<file path="src/hw/rtl/dlps_pkg.sv">
`default_nettype none
// ----------------------------------------------------------------------------
// dlps_pkg
// Shared types and fixed field widths for the delayed loop playback
// scheduler.
// ----------------------------------------------------------------------------
package dlps_pkg;

    localparam int CMD_W    = 2;
    localparam int SLOT_W   = 4;
    localparam int COUNT_W  = 16;
    localparam int EVT_W    = 2;
    localparam int ACTIVE_W = 5;

    typedef enum logic [CMD_W-1:0] {
        CMD_TICK     = 2'd0,
        CMD_ARM      = 2'd1,
        CMD_STOP_ONE = 2'd2,
        CMD_STOP_ALL = 2'd3
    } cmd_t;

    typedef enum logic [EVT_W-1:0] {
        EVT_DONE = 2'd0,
        EVT_PLAY = 2'd1,
        EVT_STOP = 2'd2
    } evt_t;

    typedef enum logic [3:0] {
        ST_IDLE,
        ST_ARM,
        ST_STOP_ONE,
        ST_STOP_ALL,
        ST_SCAN,
        ST_START,
        ST_LOOP,
        ST_REPLAY,
        ST_DONE
    } state_t;

endpackage

`default_nettype wire

</file>
<file path="src/hw/rtl/delayed_loop_playback_scheduler.sv">
`default_nettype none
// ----------------------------------------------------------------------------
// delayed_loop_playback_scheduler
// Table of playback slots held in one synchronous memory, with valid and
// started flags in flip-flops, and a sequencer that walks the slots.
//
//   Channel   Handshake            Payload
//   input     in_valid/in_ready    command, slot, now_ms, loop_count,
//                                  loop_length_ms, start_delay_ms
//   output    out_valid/out_ready  event_res, event_slot, found,
//                                  active_count, any_active, last
//
// One command is in work at a time; in_ready is high only in the idle state.
// A tick skips each free slot and takes each valid slot through memory read,
// start check, stop check and, where due, replay, then gives the done marker.
// Arm and stop-one go through their own state and then the done state;
// stop-all walks every slot. Every command is taken in the idle state.
// Every beat is held in one output register; the sequencer waits while it is
// full and not taken. Reset clears the slot flags at once; no clearing pass.
// ----------------------------------------------------------------------------
module delayed_loop_playback_scheduler #(
    parameter int NUM_SLOTS = 16,
    parameter int TIME_BITS = 48
) (
    input  wire                              clk,
    input  wire                              rst_n,

    input  wire                              in_valid,
    output logic                             in_ready,
    input  wire  [dlps_pkg::CMD_W-1:0]       command,
    input  wire  [dlps_pkg::SLOT_W-1:0]      slot,
    input  wire  [TIME_BITS-1:0]             now_ms,
    input  wire  [dlps_pkg::COUNT_W-1:0]     loop_count,
    input  wire  [TIME_BITS-1:0]             loop_length_ms,
    input  wire  [TIME_BITS-1:0]             start_delay_ms,

    output logic                             out_valid,
    input  wire                              out_ready,
    output logic [dlps_pkg::EVT_W-1:0]       event_res,
    output logic [dlps_pkg::SLOT_W-1:0]      event_slot,
    output logic                             found,
    output logic [dlps_pkg::ACTIVE_W-1:0]    active_count,
    output logic                             any_active,
    output logic                             last
);

    localparam int IDX_W = $clog2(NUM_SLOTS);
    localparam int CNT_W = $clog2(NUM_SLOTS + 1);
    localparam int CW    = dlps_pkg::COUNT_W;

    // Record layout: began_at | plays_done | plays_wanted | start_at | loop_length
    localparam int LEN_LO    = 0;
    localparam int START_LO  = TIME_BITS;
    localparam int WANTED_LO = 2 * TIME_BITS;
    localparam int DONE_LO   = 2 * TIME_BITS + CW;
    localparam int BEGAN_LO  = 2 * TIME_BITS + 2 * CW;
    localparam int REC_W     = 3 * TIME_BITS + 2 * CW;

    logic [REC_W-1:0] mem [NUM_SLOTS];
    logic [REC_W-1:0] rd_data_reg;

    dlps_pkg::state_t state_reg, state_next;
    logic [IDX_W-1:0] idx_reg, idx_next;
    logic [NUM_SLOTS-1:0] valid_reg, valid_next;
    logic [NUM_SLOTS-1:0] started_reg, started_next;
    logic [CNT_W-1:0] active_reg, active_next;
    logic found_reg, found_next;

    dlps_pkg::cmd_t cmd_reg;
    logic [dlps_pkg::SLOT_W-1:0] slot_reg;
    logic [TIME_BITS-1:0] now_reg;
    logic [CW-1:0] count_reg;
    logic [TIME_BITS-1:0] len_reg;
    logic [TIME_BITS-1:0] delay_reg;
    logic [TIME_BITS-1:0] began_reg, began_next;
    logic [CW-1:0] pdone_reg, pdone_next;

    logic out_valid_reg;
    dlps_pkg::evt_t evt_reg;
    logic [dlps_pkg::SLOT_W-1:0] evt_slot_reg;
    logic found_out_reg;
    logic [CNT_W-1:0] count_out_reg;
    logic any_reg;
    logic last_reg;

    logic in_fire;
    logic out_free;
    logic emit;
    dlps_pkg::evt_t emit_res;
    logic [dlps_pkg::SLOT_W-1:0] emit_slot;
    logic emit_done;
    logic rd_en;
    logic wr_en;
    logic [IDX_W-1:0] wr_addr;
    logic [REC_W-1:0] wr_data;
    logic adv;
    logic is_last;
    logic slot_ok;
    logic [IDX_W-1:0] sidx;
    logic [TIME_BITS:0] arm_sum;
    logic [TIME_BITS-1:0] arm_start;
    logic [TIME_BITS-1:0] elapsed;
    logic [CW-1:0] pdone_inc;

    logic [TIME_BITS-1:0] rd_len;
    logic [TIME_BITS-1:0] rd_start;
    logic [CW-1:0] rd_wanted;
    logic [CW-1:0] rd_done;
    logic [TIME_BITS-1:0] rd_began;

    assign rd_len    = rd_data_reg[LEN_LO +: TIME_BITS];
    assign rd_start  = rd_data_reg[START_LO +: TIME_BITS];
    assign rd_wanted = rd_data_reg[WANTED_LO +: CW];
    assign rd_done   = rd_data_reg[DONE_LO +: CW];
    assign rd_began  = rd_data_reg[BEGAN_LO +: TIME_BITS];

    assign in_fire   = in_valid && in_ready;
    assign out_free  = !out_valid_reg || out_ready;
    assign is_last   = (idx_reg == IDX_W'(NUM_SLOTS - 1));
    assign slot_ok   = (32'(slot_reg) < NUM_SLOTS);
    assign sidx      = IDX_W'(slot_reg);
    assign arm_sum   = {1'b0, now_reg} + {1'b0, delay_reg};
    assign arm_start = arm_sum[TIME_BITS] ? {TIME_BITS{1'b1}} : arm_sum[TIME_BITS-1:0];
    assign elapsed   = now_reg - began_reg;
    assign pdone_inc = pdone_reg + CW'(1);

    always_comb
    begin
        state_next   = state_reg;
        idx_next     = idx_reg;
        valid_next   = valid_reg;
        started_next = started_reg;
        active_next  = active_reg;
        found_next   = found_reg;
        began_next   = began_reg;
        pdone_next   = pdone_reg;
        in_ready     = 1'b0;
        emit         = 1'b0;
        emit_res     = dlps_pkg::EVT_DONE;
        emit_slot    = '0;
        emit_done    = 1'b0;
        rd_en        = 1'b0;
        wr_en        = 1'b0;
        wr_addr      = idx_reg;
        wr_data      = {began_reg, pdone_reg, rd_wanted, rd_start, rd_len};
        adv          = 1'b0;

        unique case (state_reg)
            dlps_pkg::ST_IDLE:
            begin
                in_ready = 1'b1;
                if (in_valid)
                begin
                    idx_next   = '0;
                    found_next = 1'b0;
                    unique case (dlps_pkg::cmd_t'(command))
                        dlps_pkg::CMD_TICK:     state_next = dlps_pkg::ST_SCAN;
                        dlps_pkg::CMD_ARM:      state_next = dlps_pkg::ST_ARM;
                        dlps_pkg::CMD_STOP_ONE: state_next = dlps_pkg::ST_STOP_ONE;
                        dlps_pkg::CMD_STOP_ALL: state_next = dlps_pkg::ST_STOP_ALL;
                    endcase
                end
            end

            dlps_pkg::ST_ARM:
            begin
                if (slot_ok)
                begin
                    wr_en   = 1'b1;
                    wr_addr = sidx;
                    wr_data = {{TIME_BITS{1'b0}}, {CW{1'b0}}, count_reg, arm_start, len_reg};
                    if (!valid_reg[sidx])
                    begin
                        active_next = active_reg + CNT_W'(1);
                    end
                    valid_next[sidx]   = 1'b1;
                    started_next[sidx] = 1'b0;
                end
                state_next = dlps_pkg::ST_DONE;
            end

            dlps_pkg::ST_STOP_ONE:
            begin
                if (slot_ok && valid_reg[sidx])
                begin
                    emit      = 1'b1;
                    emit_res  = dlps_pkg::EVT_STOP;
                    emit_slot = slot_reg;
                    if (out_free)
                    begin
                        valid_next[sidx]   = 1'b0;
                        started_next[sidx] = 1'b0;
                        active_next        = active_reg - CNT_W'(1);
                        found_next         = 1'b1;
                        state_next         = dlps_pkg::ST_DONE;
                    end
                end
                else
                begin
                    state_next = dlps_pkg::ST_DONE;
                end
            end

            dlps_pkg::ST_STOP_ALL:
            begin
                if (valid_reg[idx_reg])
                begin
                    emit      = 1'b1;
                    emit_res  = dlps_pkg::EVT_STOP;
                    emit_slot = dlps_pkg::SLOT_W'(idx_reg);
                    if (out_free)
                    begin
                        valid_next[idx_reg]   = 1'b0;
                        started_next[idx_reg] = 1'b0;
                        active_next           = active_reg - CNT_W'(1);
                        adv                   = 1'b1;
                    end
                end
                else
                begin
                    adv = 1'b1;
                end
            end

            dlps_pkg::ST_SCAN:
            begin
                if (valid_reg[idx_reg])
                begin
                    rd_en      = 1'b1;
                    state_next = dlps_pkg::ST_START;
                end
                else
                begin
                    adv = 1'b1;
                end
            end

            dlps_pkg::ST_START:
            begin
                pdone_next = rd_done;
                if (!started_reg[idx_reg] && (rd_start <= now_reg))
                begin
                    emit      = 1'b1;
                    emit_res  = dlps_pkg::EVT_PLAY;
                    emit_slot = dlps_pkg::SLOT_W'(idx_reg);
                    if (out_free)
                    begin
                        began_next            = now_reg;
                        started_next[idx_reg] = 1'b1;
                        state_next            = dlps_pkg::ST_LOOP;
                    end
                end
                else
                begin
                    began_next = rd_began;
                    state_next = dlps_pkg::ST_LOOP;
                end
            end

            dlps_pkg::ST_LOOP:
            begin
                if (started_reg[idx_reg] && (rd_len <= elapsed))
                begin
                    emit      = 1'b1;
                    emit_res  = dlps_pkg::EVT_STOP;
                    emit_slot = dlps_pkg::SLOT_W'(idx_reg);
                    if (out_free)
                    begin
                        if (rd_wanted != '0)
                        begin
                            pdone_next = pdone_inc;
                            if (pdone_inc == rd_wanted)
                            begin
                                valid_next[idx_reg]   = 1'b0;
                                started_next[idx_reg] = 1'b0;
                                active_next           = active_reg - CNT_W'(1);
                                adv                   = 1'b1;
                            end
                            else
                            begin
                                state_next = dlps_pkg::ST_REPLAY;
                            end
                        end
                        else
                        begin
                            state_next = dlps_pkg::ST_REPLAY;
                        end
                    end
                end
                else
                begin
                    wr_en = 1'b1;
                    adv   = 1'b1;
                end
            end

            dlps_pkg::ST_REPLAY:
            begin
                emit      = 1'b1;
                emit_res  = dlps_pkg::EVT_PLAY;
                emit_slot = dlps_pkg::SLOT_W'(idx_reg);
                if (out_free)
                begin
                    began_next = now_reg;
                    wr_en      = 1'b1;
                    wr_data    = {now_reg, pdone_reg, rd_wanted, rd_start, rd_len};
                    adv        = 1'b1;
                end
            end

            dlps_pkg::ST_DONE:
            begin
                emit      = 1'b1;
                emit_done = 1'b1;
                if (out_free)
                begin
                    state_next = dlps_pkg::ST_IDLE;
                end
            end

            default:
            begin
                state_next = dlps_pkg::ST_IDLE;
            end
        endcase

        if (adv)
        begin
            if (is_last)
            begin
                state_next = dlps_pkg::ST_DONE;
            end
            else
            begin
                idx_next   = idx_reg + IDX_W'(1);
                state_next = (cmd_reg == dlps_pkg::CMD_TICK) ? dlps_pkg::ST_SCAN
                                                             : dlps_pkg::ST_STOP_ALL;
            end
        end
    end

    always_ff @(posedge clk or negedge rst_n)
    begin
        if (!rst_n)
        begin
            state_reg     <= dlps_pkg::ST_IDLE;
            idx_reg       <= '0;
            valid_reg     <= '0;
            started_reg   <= '0;
            active_reg    <= '0;
            found_reg     <= 1'b0;
            out_valid_reg <= 1'b0;
        end
        else
        begin
            state_reg   <= state_next;
            idx_reg     <= idx_next;
            valid_reg   <= valid_next;
            started_reg <= started_next;
            active_reg  <= active_next;
            found_reg   <= found_next;
            if (emit && out_free)
            begin
                out_valid_reg <= 1'b1;
            end
            else if (out_ready)
            begin
                out_valid_reg <= 1'b0;
            end
        end
    end

    always_ff @(posedge clk)
    begin
        began_reg <= began_next;
        pdone_reg <= pdone_next;
        if (in_fire)
        begin
            cmd_reg   <= dlps_pkg::cmd_t'(command);
            slot_reg  <= slot;
            now_reg   <= now_ms;
            count_reg <= loop_count;
            len_reg   <= loop_length_ms;
            delay_reg <= start_delay_ms;
        end
        if (emit && out_free)
        begin
            evt_reg       <= emit_res;
            evt_slot_reg  <= emit_slot;
            found_out_reg <= emit_done && found_reg;
            count_out_reg <= emit_done ? active_reg : '0;
            any_reg       <= emit_done && (active_reg != '0);
            last_reg      <= emit_done;
        end
    end

    always_ff @(posedge clk)
    begin
        if (wr_en)
        begin
            mem[wr_addr] <= wr_data;
        end
        if (rd_en)
        begin
            rd_data_reg <= mem[idx_reg];
        end
    end

    assign out_valid    = out_valid_reg;
    assign event_res    = evt_reg;
    assign event_slot   = evt_slot_reg;
    assign found        = found_out_reg;
    assign active_count = dlps_pkg::ACTIVE_W'(count_out_reg);
    assign any_active   = any_reg;
    assign last         = last_reg;

endmodule

`default_nettype wire

</file>
<file path="config.mk">
export PLATFORM = sky130hd
export DESIGN_NAME = delayed_loop_playback_scheduler
export DESIGN_NICKNAME = d
export VERILOG_FILES = /design/src/hw/rtl/dlps_pkg.sv /design/src/hw/rtl/delayed_loop_playback_scheduler.sv
export SDC_FILE = /design/constraint.sdc
export NUM_CORES = 2
export LEC_CHECK = 0
export BUFFER_PORTS_ARGS = -buffer_cell sky130_fd_sc_hd__buf_2
export CAP_MARGIN = 25
export CORE_MARGIN = 4
export CORE_UTILIZATION = 55
export CTS_BUF_LIST = sky130_fd_sc_hd__clkbuf_8
export DETAILED_ROUTE_END_ITERATION = 16
export MAX_ROUTING_LAYER = met4
export PLACE_DENSITY = 0.71
export SYNTH_ARGS = -nofsm -noshare
export SYNTH_HDL_FRONTEND = slang
export SYNTH_SLANG_ARGS = --single-unit
</file>
<file path="constraint.sdc">
create_clock -name clk -period 22.4 [get_ports clk]
set_input_delay 2.24 -clock clk [delete_from_list [all_inputs] [get_ports clk]]
set_output_delay 2.24 -clock clk [all_outputs]
set_load 0.02 [all_outputs]
</file>
## After elaboration in Yosys (flattened, before gate mapping)

Memory sizes are Yosys's and may differ from the RTL's. A register that Yosys moved wholly into a read port is not among the register bits.
Cells that the tools add are included.

- Add/sub/neg operators: 6
- Magnitude comparators: 6
- Eq/ne operators: 34
- Mux-type cells: 106
- Bitwise logic cells: 8
- Reduce and logical (&&, ||, !) cells: 30

Operators with widths:

| kind | count |
|---|---|
| $pmux W176 S2 | 1 |
| $mux W16 | 21 |
| $mux W176 | 1 |
| $mux W48 | 3 |
| $le A48 B48 Y1 | 2 |
| $pmux W48 S2 | 1 |
| $mux W4 | 22 |
| $pmux W16 S5 | 1 |
| $and A16 B16 Y16 | 4 |
| $pmux W16 S4 | 1 |
| $add A48 B48 Y49 | 1 |
| $sub A48 B48 Y48 | 1 |
| $mux W5 | 8 |
| $not A16 Y16 | 2 |
| $or A16 B16 Y16 | 2 |
| $pmux W16 S2 | 1 |
| $pmux W4 S8 | 1 |
| $mux W1 | 28 |
| $ne A2 B2 Y1 const B | 12 |
| $pmux W4 S5 | 1 |
| $pmux W5 S4 | 1 |
| $reduce_and A9 Y1 | 2 |
| $add A16 B1 Y16 const B | 1 |
| $eq A16 B16 Y1 | 1 |
| other kinds (37) | 71 |

- Flip-flop bits (word level): 291
- RAM bits: 2816
- Input bits: 170
- Output and inout port bits: 16
- Word-level logic and storage cells: 212
- Memories: 1

Memory list:

| name | depth | bits a word | read ports | clocked after Yosys merged registers in | write ports | RTL line | source |
|---|---|---|---|---|---|---|---|
| mem | 16 | 176 | 1 | 1 | 1 | delayed_loop_playback_scheduler.sv:59 | `logic [REC_W-1:0] mem [NUM_SLOTS];` |

## Logic depth before layout (Yosys ltp)

- Depth after elaboration: 11
- Mapped depth: 24
- Gate-level depth less buffers: 22

## Least setup slack after synthesis

Ideal clock, no wire load.

- Path type: flip-flop to flip-flop
- Start point: register now_reg[12]
- End point: memory mem[4][0] (netlist bit) (enable)
- Setup time: 0.715 ns
- Arrival: 11.868 ns
- Data required time: 21.685 ns
- Setup slack: 9.816 ns
- Stages on the path, launching flop included: 21
- Path buffers: 0
- Period minus slack after synthesis: 12.584 ns
- Cells stage by stage: edfxtp_1 > ha_1 > and3_1 > nand2_1 > o21ai_0 > o211ai_1 > a2111oi_0 > o211ai_1 > o21ai_0 > a31oi_1 > xor2_1 > ha_1 > nand4_1 > nor4_1 > o211ai_1 > a31oi_1 > o21ai_0 > nand2_1 > a211oi_1 > a21o_1 > nor2_1

- Cells in the longest elaborated chain, start to end: 7

RTL lines:

| item | RTL line | source |
|---|---|---|
| start, declared | delayed_loop_playback_scheduler.sv:71 | `logic [TIME_BITS-1:0] now_reg;` |
| start signal, assigned | delayed_loop_playback_scheduler.sv:381 | `now_reg <= now_ms;` |
| $sub A48 B48 Y48 | delayed_loop_playback_scheduler.sv:124 | `assign elapsed = now_reg - began_reg;` |
| $le A48 B48 Y1 | delayed_loop_playback_scheduler.sv:262 | `if (started_reg[idx_reg] && (rd_len <= elapsed))` |
| $logic_and A1 B1 Y1 | delayed_loop_playback_scheduler.sv:262 |  |
| $mux W1 | delayed_loop_playback_scheduler.sv:262 |  |
| $pmux W1 S3 | delayed_loop_playback_scheduler.sv:148 | `unique case (state_reg)` |
| $mux W1 | delayed_loop_playback_scheduler.sv:399 | `if (wr_en)` |
| $mux W1 (not written as such) | delayed_loop_playback_scheduler.sv:401 | `mem[wr_addr] <= wr_data;` |
| end, declared | delayed_loop_playback_scheduler.sv:59 |  |

Every way passes these cells.

## Worst setup path after layout

- Start point: register now_reg[12]
- End point: memory mem[10][162] (netlist bit) (enable)

Same word-level chain as after synthesis.

==> out/metrics.yaml <==
hold_path.startpoint: "active_reg[4]"
routed_wl_mm: 338
synthFlopType: "edfxtp_1"
cts_made_buffers: 541
clock_skew_ns: 0.0945
first_pass_iters: 6
synth_compound_area_frac: 0.0347
reg2reg_depth: 24
cts_tree: "done"
hold_end: "active_reg[4]"
cp.required_ns: 23.07
largest_register_ffs: 2816
synth_top_area_frac: 0.733
h-tree-depth: 6
synth-edff-count: 3236
finalWorstSetupSlack_ns: 12.36
cts_resized: 0
globalRouteOverflowTotal: 0
cp-start-kind: "register"
yosys_warnings: 0
synth_area_per_cell_um2: 20.2
max_freq_mhz: 99.6
power.share.clock: 0.273
pin_count: 186
grt_pass1_vias: 70200
timing_hold_violations_final: 0
cpLargestDelayFamily: "compound AO/OA/AOI/OAI gates"
syn_inst: 6564
synth_area_um2: 133000
reg2reg_from: "now_reg[12]"
internal-power_mw: 12.2
ys_seq_area_frac: 0.742
leakage_nw: 48.3
p_switching_mw: 5.25
clockBufferDepth: 4
slowest_delay_ns: 0.90
crit_type: "register to register"
post_cts_buffers: 0
synthSimpleGateAreaFrac: 0.0310
initial_core_util: 0.555
synth_top_family_by_area: "multiplexers"
rsz0062_at_grt: "no"
power_density_nw_per_um2: 118
tightest_slew_ns: 1.16
dp_hpwl_mm: 202
wl_per_cell_um: 31.5
drive_above_1_share: 0.262
finalMaxSlewViolations: 0
area_growth_pct: 11.5
path_cells: "ha_1, and3_1, nand2_1, a211oi_1, o211ai_1, a2111oi_0, o211ai_1, o311ai_0, a21oi_1, xnor2_1, ha_1, nand4_1, nor4_1, o211ai_1, a31oi_1, o21ai_0, buf_4, nand2_1, a211oi_1, a21o_1, nor2_4, buf_4, buf_4, buf_4"
grt_max_degree: 113
drcViolationCount: 0
fin_crit_sh: 0.448
rrSetupSlack_ns: 12.36
cp_max_fo: 49
synth_xor_area_frac: 0.00750
cts_hold_buf: 0
outcome: "completed"
die_h_um: 499
hold_path.class: "register to register"
dieArea_um2: 249000
arrival_ns: 10.71
syn-num-nets: 6936
async_reset_ff_frac: 0.0143
crit_top_cell: "buf_4"
fp.coreArea_um2: 239000
power_frac_comb: 0.265
track_usage: 0.281
dp_slack_ns: 12.53
fin_crit_ns: 10.04
fin_hold_ws_ns: 0.504
muxShareOfSynthArea: 0.153
io_buffers: 185
slowest_stage: "buf_4"
dr_total_vias: 69500
grt_antenna_before_repair: 24
drtIter0Drc: 9071
fin_total_pwr_mw: 17.4
viasPerCell: 6.48
fin_util: 0.618
root_buffer: "clkbuf_8"
die_w_um: 499
crit_path_end_kind: "register"
num_rows: 179
seqPwrFrac: 0.462
maxCapViolations: 0
setup_viol: 0
ant_nets: 0
r2r_end: "mem[10][162]"
setup_tns_ns: 0
synthAdderAreaFrac: 0.0192
synth_area_leaders: "edfxtp_1, mux4_2, ha_1"
switching_share: 0.302
clk_pin_slew_ns: 0.06
synth_top_area_cell: "edfxtp_1"
clock_latency_ns: 1.10
hold_depth: 1
critPathBufInv: 4
synth-seq-cells: 3283
yosys.cell_types.count: 83
relSlewSlack: 0.223
grt_pass1_wl_mm: 493
peakVddDrop_mv: 0.105
fin_nets: 7539
cts.sinks: 3283
gp_congestion: 0.963
power groups by stage:
| stage | logic (mW) | clock network (mW) | registers, mW |
|---|---|---|---|
| after floorplan | 3.25 | 0 | 8.08 |
| after global placement | 4.54 | 0 | 8.14 |
| after detailed placement | 4.61 | 0 | 8.16 |
| after CTS | 4.63 | 4.84 | 8.04 |
| after global routing | 4.94 | 5.15 | 8.06 |
| final | 4.60 | 4.76 | 8.04 |
per-stage QoR:
step,instances,area (um2)
after detailed placement,9779,138000
after global placement,9775,138000
after floorplan,6564,133000
after CTS,10700,148000
final,10700,148000
after global routing,10700,148000
how the worst max path moves through the flow:
| stage | endpoint | depth (start not counted) | startpoint |
|---|---|---|---|
| finish | mem[10][162] | 24 | now_reg[12] |
| global route | mem[10][139] | 24 | now_reg[12] |
| CTS | mem[10][131] | 24 | now_reg[12] |
| detailed placement | mem[10][171] | 24 | now_reg[12] |
| global placement | mem[10][171] | 24 | now_reg[12] |
| floorplan | mem[4][0] | 20 | now_reg[12] |
Yosys cell counts (all sizes together), types with 50 or more instances:
| cell | n |
|---|---|
| buf | 97 |
| inv | 136 |
| mux4 | 894 |
| xor2 | 50 |
| a31oi | 81 |
| nand2 | 462 |
| a21o | 78 |
| o31ai | 52 |
| nand3 | 51 |
| xnor2 | 61 |
| o21ai | 94 |
| ha | 199 |
| edfxtp | 3236 |
| a21oi | 186 |
| nor2 | 191 |
| clkbuf | 215 |
layout by cell type, fill, tap and decap left out, drive strengths merged, types with 23 or more instances in the layout:
cell type  instances
a21o              78
a21oi            186
a31oi             81
and2              34
buf              369
clkbuf           562
clkinv           182
dfrtp             47
edfxtp          3236
ha               199
inv              287
mux4             894
nand2            462
nand2b            26
nand3             51
nand4             43
nor2             191
nor2b             23
nor3              25
o21ai             94
o22a              45
o31ai             52
xnor2             61
xor2              50
metal layers:
layer	track usage	share of wire	routed length (um)
met5	-	0	0
met4	0.0831	0.032	10700
met3	0.0503	0.093	31600
met2	0.438	0.49	165000
met1	0.388	0.39	130000
cell families after synthesis:
family,after synthesis
compound gates,690
xor+xnor,112
fa+ha+maj,202
buf+inv,448
flops,3283
mux,909
simple gates,920
final cells by class:
type                       instances  area, um2
timing repair buffer             372       2550
inverter                         136        526
clock buffer                     559       7690
fill                           16300      91200
sequential                      3283      98400
clock inverter                   358       1870
tap                             3167       3960
multi-input combinational       2833      32800
antenna                           20       50.0
No activity file was read; power rests on OpenSTA's default activity.
